==> src/design/lscr_pkg.sv <==
// Shared constants, types and control/status bundles for the light command responder.
`default_nettype none

package lscr_pkg;

    // Storage limits
    localparam int TABLE_SLOTS     = 8;
    localparam int MAX_LIGHTS_DFLT = 8;
    localparam int CFG_IDX_W       = 3;
    localparam int CFG_DATA_W      = 64;
    localparam int LEN_W           = 4;

    // Command bytes
    localparam logic [7:0] OP_STATUS = 8'h01;
    localparam logic [7:0] OP_CHAR   = 8'h0f;
    localparam logic [7:0] OP_INDIV  = 8'h41;
    localparam logic [7:0] OP_GROUP  = 8'h42;

    // Reply command bytes
    localparam logic [7:0] RESP_STATUS = 8'h81;
    localparam logic [7:0] RESP_CHAR   = 8'h8f;
    localparam logic [7:0] RESP_INDIV  = 8'hc1;

    // Reply lengths
    localparam logic [LEN_W-1:0] LEN_CHAR_OLD = 4'd5;
    localparam logic [LEN_W-1:0] LEN_CHAR_NEW = 4'd11;
    localparam logic [LEN_W-1:0] LEN_INDIV    = 4'd2;

    localparam logic [3:0] ALL_LIGHTS_NIBBLE = 4'hf;

    // Register indexes
    localparam logic [CFG_IDX_W-1:0] CFG_USE_OLD   = 3'd0;
    localparam logic [CFG_IDX_W-1:0] CFG_FMT_VER   = 3'd1;
    localparam logic [CFG_IDX_W-1:0] CFG_VENDOR    = 3'd2;
    localparam logic [CFG_IDX_W-1:0] CFG_LIGHT_CNT = 3'd3;
    localparam logic [CFG_IDX_W-1:0] CFG_ID_TABLE  = 3'd4;

    // Register reset values
    localparam logic             RST_USE_OLD   = 1'b1;
    localparam logic [7:0]       RST_FMT_VER   = 8'hff;
    localparam logic [7:0]       RST_VENDOR    = 8'hff;
    localparam logic [3:0]       RST_LIGHT_CNT = 4'd1;
    localparam logic [63:0]      RST_ID_TABLE  = 64'h11;

    typedef enum logic [1:0] {
        ST_IDLE,
        ST_DECODE,
        ST_SEND
    } lscr_state_t;

    typedef struct packed {
        logic load;
        logic decode;
        logic emit;
    } lscr_cmd_t;

    typedef struct packed {
        logic reply_any;
        logic can_emit;
        logic at_last;
    } lscr_status_t;

endpackage

`default_nettype wire

==> src/design/lscr_ctrl.sv <==
// Sequencer: load, decode, then send reply beats.
`default_nettype none

module lscr_ctrl
    import lscr_pkg::*;
(
    input  wire logic         clk,
    input  wire logic         rst_n,
    input  wire logic         in_valid,
    output logic              in_ready,
    input  wire lscr_status_t st,
    output lscr_cmd_t         cmd
);

    lscr_state_t state_reg;
    lscr_state_t state_next;

    always_ff @(posedge clk or negedge rst_n)
    begin
        if (!rst_n)
        begin
            state_reg <= ST_IDLE;
        end
        else
        begin
            state_reg <= state_next;
        end
    end

    always_comb
    begin
        state_next = state_reg;
        unique case (state_reg)
            ST_IDLE:
            begin
                if (in_valid)
                begin
                    state_next = ST_DECODE;
                end
            end
            ST_DECODE:
            begin
                state_next = st.reply_any ? ST_SEND : ST_IDLE;
            end
            ST_SEND:
            begin
                if (st.can_emit && st.at_last)
                begin
                    state_next = ST_IDLE;
                end
            end
            default:
            begin
                state_next = ST_IDLE;
            end
        endcase
    end

    always_comb
    begin
        in_ready   = 1'b0;
        cmd.load   = 1'b0;
        cmd.decode = 1'b0;
        cmd.emit   = 1'b0;
        unique case (state_reg)
            ST_IDLE:
            begin
                in_ready = 1'b1;
                cmd.load = in_valid;
            end
            ST_DECODE:
            begin
                cmd.decode = 1'b1;
            end
            ST_SEND:
            begin
                cmd.emit = 1'b1;
            end
            default:
            begin
                in_ready = 1'b0;
            end
        endcase
    end

    // accepted beat always goes to decode next
    a_accept_to_decode: assert property (@(posedge clk) disable iff (!rst_n)
        (in_valid && in_ready) |=> (state_reg == ST_DECODE))
        else $error("accept not followed by decode");

    // send is only entered when decode found a reply
    a_send_entry: assert property (@(posedge clk) disable iff (!rst_n)
        (state_reg == ST_DECODE && !st.reply_any) |=> (state_reg == ST_IDLE))
        else $error("send entered with no reply");

    // no new beat is taken while a reply is in flight
    a_no_accept_in_send: assert property (@(posedge clk) disable iff (!rst_n)
        (state_reg == ST_SEND && !(st.can_emit && st.at_last)) |=> !in_ready)
        else $error("accept during reply");

endmodule

`default_nettype wire

==> src/design/lscr_dp.sv <==
// Datapath: config registers, power bits, light matching and reply byte generation.
`default_nettype none

module lscr_dp
    import lscr_pkg::*;
#(
    parameter int MAX_LIGHTS = MAX_LIGHTS_DFLT
)
(
    input  wire logic                  clk,
    input  wire logic                  rst_n,
    input  wire lscr_cmd_t             cmd,
    output lscr_status_t               st,
    input  wire logic [7:0]            op,
    input  wire logic [7:0]            sub_id,
    input  wire logic [7:0]            data_byte,
    input  wire logic                  cfg_we,
    input  wire logic [CFG_IDX_W-1:0]  cfg_index,
    input  wire logic [CFG_DATA_W-1:0] cfg_data,
    output logic                       out_valid,
    input  wire logic                  out_ready,
    output logic [7:0]                 resp_type,
    output logic [7:0]                 body_byte,
    output logic                       last
);

    localparam int SLOTS = (MAX_LIGHTS < TABLE_SLOTS) ? MAX_LIGHTS : TABLE_SLOTS;

    // config
    logic        use_old_reg;
    logic [7:0]  fmt_ver_reg;
    logic [7:0]  vendor_reg;
    logic [3:0]  light_cnt_reg;
    logic [63:0] id_table_reg;

    // item and reply state
    logic [7:0]       op_reg;
    logic [7:0]       sid_reg;
    logic             on_reg;
    logic [SLOTS-1:0] power_reg;
    logic [SLOTS-1:0] power_next;
    logic [SLOTS-1:0] pend_reg;
    logic [SLOTS-1:0] pend_next;
    logic [7:0]       rtype_reg;
    logic [7:0]       rtype_next;
    logic [LEN_W-1:0] len_reg;
    logic [LEN_W-1:0] len_next;
    logic [LEN_W-1:0] idx_reg;
    logic             indiv_reg;

    logic             out_valid_reg;
    logic [7:0]       out_type_reg;
    logic [7:0]       out_body_reg;
    logic             out_last_reg;

    logic [3:0]       n_use;
    logic [SLOTS-1:0] match_vec;
    logic [SLOTS-1:0] exact_vec;
    logic [SLOTS-1:0] low_bit;
    logic [LEN_W-1:0] hit_cnt;
    logic             is_ctl;
    logic             fire;
    logic [7:0]       byte_cur;

    always_ff @(posedge clk or negedge rst_n)
    begin
        if (!rst_n)
        begin
            use_old_reg   <= RST_USE_OLD;
            fmt_ver_reg   <= RST_FMT_VER;
            vendor_reg    <= RST_VENDOR;
            light_cnt_reg <= RST_LIGHT_CNT;
            id_table_reg  <= RST_ID_TABLE;
        end
        else if (cfg_we)
        begin
            unique case (cfg_index)
                CFG_USE_OLD:   use_old_reg   <= cfg_data[0];
                CFG_FMT_VER:   fmt_ver_reg   <= cfg_data[7:0];
                CFG_VENDOR:    vendor_reg    <= cfg_data[7:0];
                CFG_LIGHT_CNT: light_cnt_reg <= cfg_data[3:0];
                CFG_ID_TABLE:  id_table_reg  <= cfg_data;
                default:       use_old_reg   <= use_old_reg;
            endcase
        end
    end

    // lights in use: min(light_count, SLOTS)
    assign n_use = (light_cnt_reg > 4'(SLOTS)) ? 4'(SLOTS) : light_cnt_reg;

    always_comb
    begin
        hit_cnt = '0;
        for (int i = 0; i < SLOTS; i++)
        begin
            exact_vec[i] = (4'(i) < n_use) && (sid_reg == id_table_reg[8*i +: 8]);
            match_vec[i] = (4'(i) < n_use)
                && ((sid_reg[3:0] == ALL_LIGHTS_NIBBLE) || (sid_reg == id_table_reg[8*i +: 8]));
            hit_cnt = hit_cnt + LEN_W'(match_vec[i]);
        end
    end

    assign is_ctl  = (op_reg == OP_INDIV) || (op_reg == OP_GROUP);
    assign low_bit = pend_reg & (~pend_reg + 1'b1);

    // decode: reply type and length
    always_comb
    begin
        rtype_next = '0;
        len_next   = '0;
        priority if (op_reg == OP_STATUS)
        begin
            rtype_next = RESP_STATUS;
            len_next   = hit_cnt + 1'b1;
        end
        else if (op_reg == OP_CHAR)
        begin
            rtype_next = RESP_CHAR;
            len_next   = use_old_reg ? LEN_CHAR_OLD : LEN_CHAR_NEW;
        end
        else if (op_reg == OP_INDIV)
        begin
            rtype_next = RESP_INDIV;
            len_next   = LEN_INDIV;
        end
        else
        begin
            rtype_next = '0;
        end
    end

    assign st.reply_any = ((op_reg == OP_STATUS) && (|match_vec))
        || (op_reg == OP_CHAR) || (op_reg == OP_INDIV);
    assign st.can_emit  = !out_valid_reg || out_ready;
    assign st.at_last   = (idx_reg == len_reg - 1'b1);
    assign fire         = cmd.emit && st.can_emit;

    // body byte for the current index
    always_comb
    begin
        byte_cur = '0;
        unique case (rtype_reg)
            RESP_STATUS:
            begin
                if (idx_reg != '0)
                begin
                    byte_cur = {7'd0, |(low_bit & power_reg)};
                end
            end
            RESP_CHAR:
            begin
                if (use_old_reg)
                begin
                    if (idx_reg == 4'd1)
                    begin
                        byte_cur = {4'd0, light_cnt_reg};
                    end
                end
                else
                begin
                    unique case (idx_reg)
                        4'd0:    byte_cur = fmt_ver_reg;
                        4'd1:    byte_cur = vendor_reg;
                        4'd2:    byte_cur = {4'd0, light_cnt_reg};
                        default: byte_cur = '0;
                    endcase
                end
            end
            RESP_INDIV:
            begin
                if (idx_reg == 4'd1)
                begin
                    byte_cur = {7'd0, indiv_reg};
                end
            end
            default:
            begin
                byte_cur = '0;
            end
        endcase
    end

    always_comb
    begin
        power_next = power_reg;
        if (cmd.decode && is_ctl)
        begin
            for (int i = 0; i < SLOTS; i++)
            begin
                if (match_vec[i])
                begin
                    power_next[i] = on_reg;
                end
            end
        end
    end

    always_comb
    begin
        pend_next = pend_reg;
        if (cmd.decode)
        begin
            pend_next = match_vec;
        end
        else if (fire && (rtype_reg == RESP_STATUS) && (idx_reg != '0))
        begin
            pend_next = pend_reg & ~low_bit;
        end
    end

    always_ff @(posedge clk or negedge rst_n)
    begin
        if (!rst_n)
        begin
            power_reg     <= '0;
            out_valid_reg <= 1'b0;
            idx_reg       <= '0;
        end
        else
        begin
            power_reg <= power_next;
            if (fire)
            begin
                out_valid_reg <= 1'b1;
            end
            else if (out_ready)
            begin
                out_valid_reg <= 1'b0;
            end
            if (cmd.decode)
            begin
                idx_reg <= '0;
            end
            else if (fire)
            begin
                idx_reg <= idx_reg + 1'b1;
            end
        end
    end

    // payload registers
    always_ff @(posedge clk)
    begin
        if (cmd.load)
        begin
            op_reg  <= op;
            sid_reg <= sub_id;
            on_reg  <= (data_byte != 8'd0);
        end
        if (cmd.decode)
        begin
            rtype_reg <= rtype_next;
            len_reg   <= len_next;
            // exact-id lights are a subset of matches, so they now hold on_reg
            indiv_reg <= on_reg && (|exact_vec);
        end
        pend_reg <= pend_next;
        if (fire)
        begin
            out_type_reg <= rtype_reg;
            out_body_reg <= byte_cur;
            out_last_reg <= st.at_last;
        end
    end

    assign out_valid = out_valid_reg;
    assign resp_type = out_type_reg;
    assign body_byte = out_body_reg;
    assign last      = out_last_reg;

    // power bits only move on a control decode
    a_power_hold: assert property (@(posedge clk) disable iff (!rst_n)
        !(cmd.decode && is_ctl) |=> $stable(power_reg))
        else $error("power bits changed outside control");

    // never send past the reply length
    a_idx_bound: assert property (@(posedge clk) disable iff (!rst_n)
        fire |-> (idx_reg < len_reg))
        else $error("reply index overrun");

    // status reply length tracks the pending light mask
    a_status_len: assert property (@(posedge clk) disable iff (!rst_n)
        (cmd.decode && (op_reg == OP_STATUS)) |=> (32'(len_reg) == $countones(pend_reg) + 1))
        else $error("status length mismatch");

endmodule

`default_nettype wire

==> src/design/light_serial_command_responder_core.sv <==
// Top level of the light command responder: sequencer plus datapath.
`default_nettype none

// Flow: a command beat is taken in idle and registered, then decoded in the decode state
// (reply type and length registered), then each reply beat is registered in send.
// A reply has 0 to 11 beats; the next command is taken once its last beat is sent.
// The single reply byte generator sends one beat per cycle while the output is not stalled.
// Reset (rst_n low, async): power bits all off, config to defaults, no reply pending.

module light_serial_command_responder_core
    import lscr_pkg::*;
#(
    parameter int MAX_LIGHTS = MAX_LIGHTS_DFLT
)
(
    input  wire logic                  clk,
    input  wire logic                  rst_n,
    // command channel
    input  wire logic                  in_valid,
    output logic                       in_ready,
    input  wire logic [7:0]            op,
    input  wire logic [7:0]            sub_id,
    input  wire logic [7:0]            data_byte,
    // reply channel, one beat per body byte
    output logic                       out_valid,
    input  wire logic                  out_ready,
    output logic [7:0]                 resp_type,
    output logic [7:0]                 body_byte,
    output logic                       last,
    // register write port
    input  wire logic                  cfg_we,
    input  wire logic [CFG_IDX_W-1:0]  cfg_index,
    input  wire logic [CFG_DATA_W-1:0] cfg_data
);

    lscr_cmd_t    cmd;
    lscr_status_t st;

    // Controller: idle -> decode -> send; in_ready only while idle.
    lscr_ctrl u_ctrl (
        .clk      (clk),
        .rst_n    (rst_n),
        .in_valid (in_valid),
        .in_ready (in_ready),
        .st       (st),
        .cmd      (cmd)
    );

    // Datapath holds the command, power bits and the output register; the
    // output register lets the next command be taken while the last beat waits.
    lscr_dp #(
        .MAX_LIGHTS (MAX_LIGHTS)
    ) u_dp (
        .clk       (clk),
        .rst_n     (rst_n),
        .cmd       (cmd),
        .st        (st),
        .op        (op),
        .sub_id    (sub_id),
        .data_byte (data_byte),
        .cfg_we    (cfg_we),
        .cfg_index (cfg_index),
        .cfg_data  (cfg_data),
        .out_valid (out_valid),
        .out_ready (out_ready),
        .resp_type (resp_type),
        .body_byte (body_byte),
        .last      (last)
    );

endmodule

`default_nettype wire

==> config.mk <==
export PLATFORM = sky130hd
export DESIGN_NAME = light_serial_command_responder_core
export DESIGN_NICKNAME = d
export VERILOG_FILES = /design/src/design/lscr_pkg.sv /design/src/design/lscr_ctrl.sv /design/src/design/lscr_dp.sv /design/src/design/light_serial_command_responder_core.sv
export SDC_FILE = /design/constraint.sdc
export NUM_CORES = 1
export LEC_CHECK = 0
export BUFFER_PORTS_ARGS = -buffer_cell sky130_fd_sc_hd__buf_2
export CORE_MARGIN = 2
export CORE_UTILIZATION = 30
export CTS_BUF_LIST = sky130_fd_sc_hd__clkbuf_8
export CTS_CLUSTER_SIZE = 40
export DETAILED_ROUTE_END_ITERATION = 7
export HOLD_SLACK_MARGIN = 0.15
export PLACE_DENSITY = 0.46
export SLEW_MARGIN = 10
export SYNTH_ARGS = -nofsm -noshare
export SYNTH_HDL_FRONTEND = slang
export SYNTH_SLANG_ARGS = --single-unit
==> constraint.sdc <==
create_clock -name clk -period 4.43 [get_ports clk]
set_input_delay 1.329 -clock clk [delete_from_list [all_inputs] [get_ports clk]]
set_output_delay 1.329 -clock clk [all_outputs]
set_load 0.03 [all_outputs]
==> qor.txt <==
Peak VDD IR -> 0.186 mV
Die area -> 0.0251 mm2
Vias in the first global route -> 4899
Critical Path Max Stage Delay -> 530 ps
First drt pass iteration count -> 4
Initial Utilization -> 30.5%
Via-per-instance ratio -> 4.60
Reg2reg path depth -> 15
P_leak -> 3.52 nW
TritonCTS Buffers -> 17
Post-Syn Area -> 0.00715 mm2
CP delay by family, top -> adder cells
Post-CTS Setup Inserts -> 0
Rel. slew slack -> 39.0%
Reg-to-reg slack, setup -> 290 ps
Largest register FFs -> 64
Hold_ws -> 498 ps
Post-Synth XOR/XNOR Area -> 8.82%
Post-synthesis mux area share -> 14.8%
Inst Count DP -> 978
Routed vias -> 4650
Largest net degree at the start of global routing -> 65
Worst Setup Path Type -> reg2reg
Clock Path Buffers -> 2
CTS clk-pin slew, worst paths -> 80 ps
Finished Core Util -> 36.1%
Synth Area in Simple Gates -> 9.68%
Layout cells sized above 1 -> 30.4%
WL per Instance -> 17.4 um
Register area share after synthesis -> 54.3%
DRC viols -> 0
Ports -> 115
Row count -> 56
Die width -> 158 um
Sink Count -> 145
Core ar. -> 0.0234 mm2
Worst hold endpoint -> u_dp.power_reg[3]
Synth cell types -> 60
CP required -> 4640 ps
Outcome -> finished clean
Clk Latency, worst-skew pair -> 460 ps
Post-route ant nets -> 0
Final WL -> 17.6 mm
H-Tree Depth -> 4
Asr flop ratio synth -> 69.0%
DR WL met3 -> 737 um
Post-route clock period utilization -> 93.5%
Critical R2R Capture -> u_dp.len_reg[2]
Max-slew violation count -> 0
Register bit total from synthesis -> 145
Worst setup SP type -> flip-flop
Grt ovf -> 0
Worst EP arrival -> 4360 ps
Non-Filler Instances -> 1010
Routability cong. -> 0.798
First-pass GRT wire length -> 27.4 mm
Fin nets -> 791
Worst slack, placed -> 277 ps
Final Hold Viols -> 0
Hold Path Depth -> 1
Hold buffer count at cts -> 0
N_diodes -> 0
WL met1 -> 8.36 mm
Top routing layer used -> met4
Top post-synthesis cells by area -> dfrtp_1, edfxtp_1, mux2_1
Area grow syn2layout -> 18.3%
Skew final -> 10.2 ps
Biggest area consumer among synthesized cells -> dfrtp_1
Critical hold path startpoint -> u_dp.power_reg[3]
Slew @ Worst Pin -> 909 ps
PortBufs -> 112
CTS tree -> done
Setup ws final -> 286 ps
Post-synth top area share -> 28.0%
Highest clock rate -> 0.241 GHz
Syn Area/Cell -> 12.8 um2
CTS Root Cell -> clkbuf_8
Final setup violation count -> 0
Design Power -> 3.38 mW
Critical path's slowest cell -> edfxtp_1
Hold WC Path Type -> reg2reg
Top_reg_cell synth -> dfrtp_1
DP Area -> 0.00805 mm2
Post-cts sizing count -> 0
Count of flip-flops with a built-in enable after synthesis -> 45
Max-Cap Viols -> 0
Compound-Gate Fraction of Synth Area -> 5.65%
YS warnings -> 0
Min cycle time layout -> 4140 ps
WL met2 -> 8.21 mm
Gr usage total -> 14.6%
Cell count after synthesis -> 560
Post-DP HPWL -> 13.6 mm
Post-Synth Adder-Cell Area -> 3.40%
Chip height -> 158 um
CP endpoint kind -> flip-flop
Initial antenna violation count -> 0
Iteration-0 DRC Markers -> 175
Finished layout cell area -> 0.00846 mm2
Largest family of logic cells by synthesized area -> multiplexers
Buffer and inverter count on the worst path -> 3
RSZ-0062 raised after global routing -> no
Setup total negative slack -> 0 ps
Crit path cell chain -> xor2_1 > nor4_1 > nand4_1 > o21a_1 > ha_1 > inv_1 > ha_1 > fa_1 > fa_1 > inv_1 > ha_1 > inv_1 > fa_1 > xnor2_1 > a22o_1
Pwr dens -> 400 mW/mm2
CP max FO -> 6
Worst R2R Start -> u_dp.sid_reg[2]
## per-layer routing
layer / vias to the layer above / global-route usage [%]
met5: - / 0
met4: 0 / 4.76
met3: 17 / 3.27
met2: 111 / 23.6
met1: 2304 / 19.6
li1: 2218 / -
## placed cells by master, fill, tap and decap left out, drive strengths merged, types with 2 or more instances in the layout
cell and count:
buf 125, mux2 93, dfrtp 80, edfxtp 45, xnor2 41, xor2 31
nor2 30, nand2 22, o21ai 22, inv 21, dfstp 20, clkbuf 19
a21oi 14, ha 13, nand4 13, nor4 13, nor3 10, nand3 9
a22oi 9, clkinv 5, nand2b 4, fa 4, and2 3, a21o 3
o21a 3, nor2b 3, bufinv 3, nor3b 3, and4 2, o22ai 2
or3 2, o31a 2, nand3b 2, conb 2, clkinvlp 2, or2 2
## worst max path at each step
| stage | start | cells after the start | endpoint |
|---|---|---|---|
| 2_1_floorplan | u_dp.sid_reg[2] | 16 | u_dp.len_reg[2] |
| 6_report | u_dp.sid_reg[2] | 15 | u_dp.len_reg[2] |
| 4_1_cts | u_dp.sid_reg[2] | 15 | u_dp.len_reg[2] |
| 3_3_place_gp | u_dp.sid_reg[2] | 15 | u_dp.len_reg[2] |
| 3_5_place_dp | u_dp.sid_reg[2] | 15 | u_dp.len_reg[2] |
| 5_1_grt | u_dp.sid_reg[2] | 14 | u_dp.len_reg[2] |
## area by class of cell
| type | instances | area, um2 |
|---|---|---|
| clock buffer | 19 | 262 |
| timing repair buffer | 125 | 661 |
| fill | 2345 | 14900 |
| sequential | 145 | 3880 |
| tap | 319 | 399 |
| inverter | 18 | 67.6 |
| multi-input combinational | 371 | 3040 |
| clock inverter | 13 | 144 |
## synthesized netlist by cell type, drive strengths merged (6+ instances only)
library cell and count:
a21oi 14, a22oi 9, buf 21, clkbuf 6, dfrtp 80, dfstp 20
edfxtp 45, ha 13, inv 18, mux2 93, nand2 22, nand3 9
nand4 13, nor2 30, nor3 10, nor4 13, o21ai 22, xnor2 41
xor2 31
## where the power goes
part	leakage (nW)	switching (mW)	internal (mW)	total [mW]
logic	1.68	0.241	0.281	0.522
clock network	0.214	0.504	0.577	1.08
registers	1.62	0.176	1.61	1.78
total	3.52	0.921	2.46	3.38
## worst reg2reg max path: stages (launching register included)
cell and delay, ps:
edfxtp_1 530, xor2_1 210, nor4_1 300, nand4_1 170, o21a_1 190, ha_1 290
inv_1 40, ha_1 280, fa_1 520, fa_1 420, inv_1 60, ha_1 150
inv_1 60, fa_1 370, xnor2_1 130, a22o_1 200
## logic make-up after synthesis
| family | Yosys count |
|---|---|
| xor+xnor | 72 |
| compound gates | 64 |
| other cells | 1 |
| fa+ha+maj | 17 |
| buf+inv | 45 |
| simple gates | 122 |
| flops | 145 |
| mux | 94 |
(Power assumes the default switching activity.)
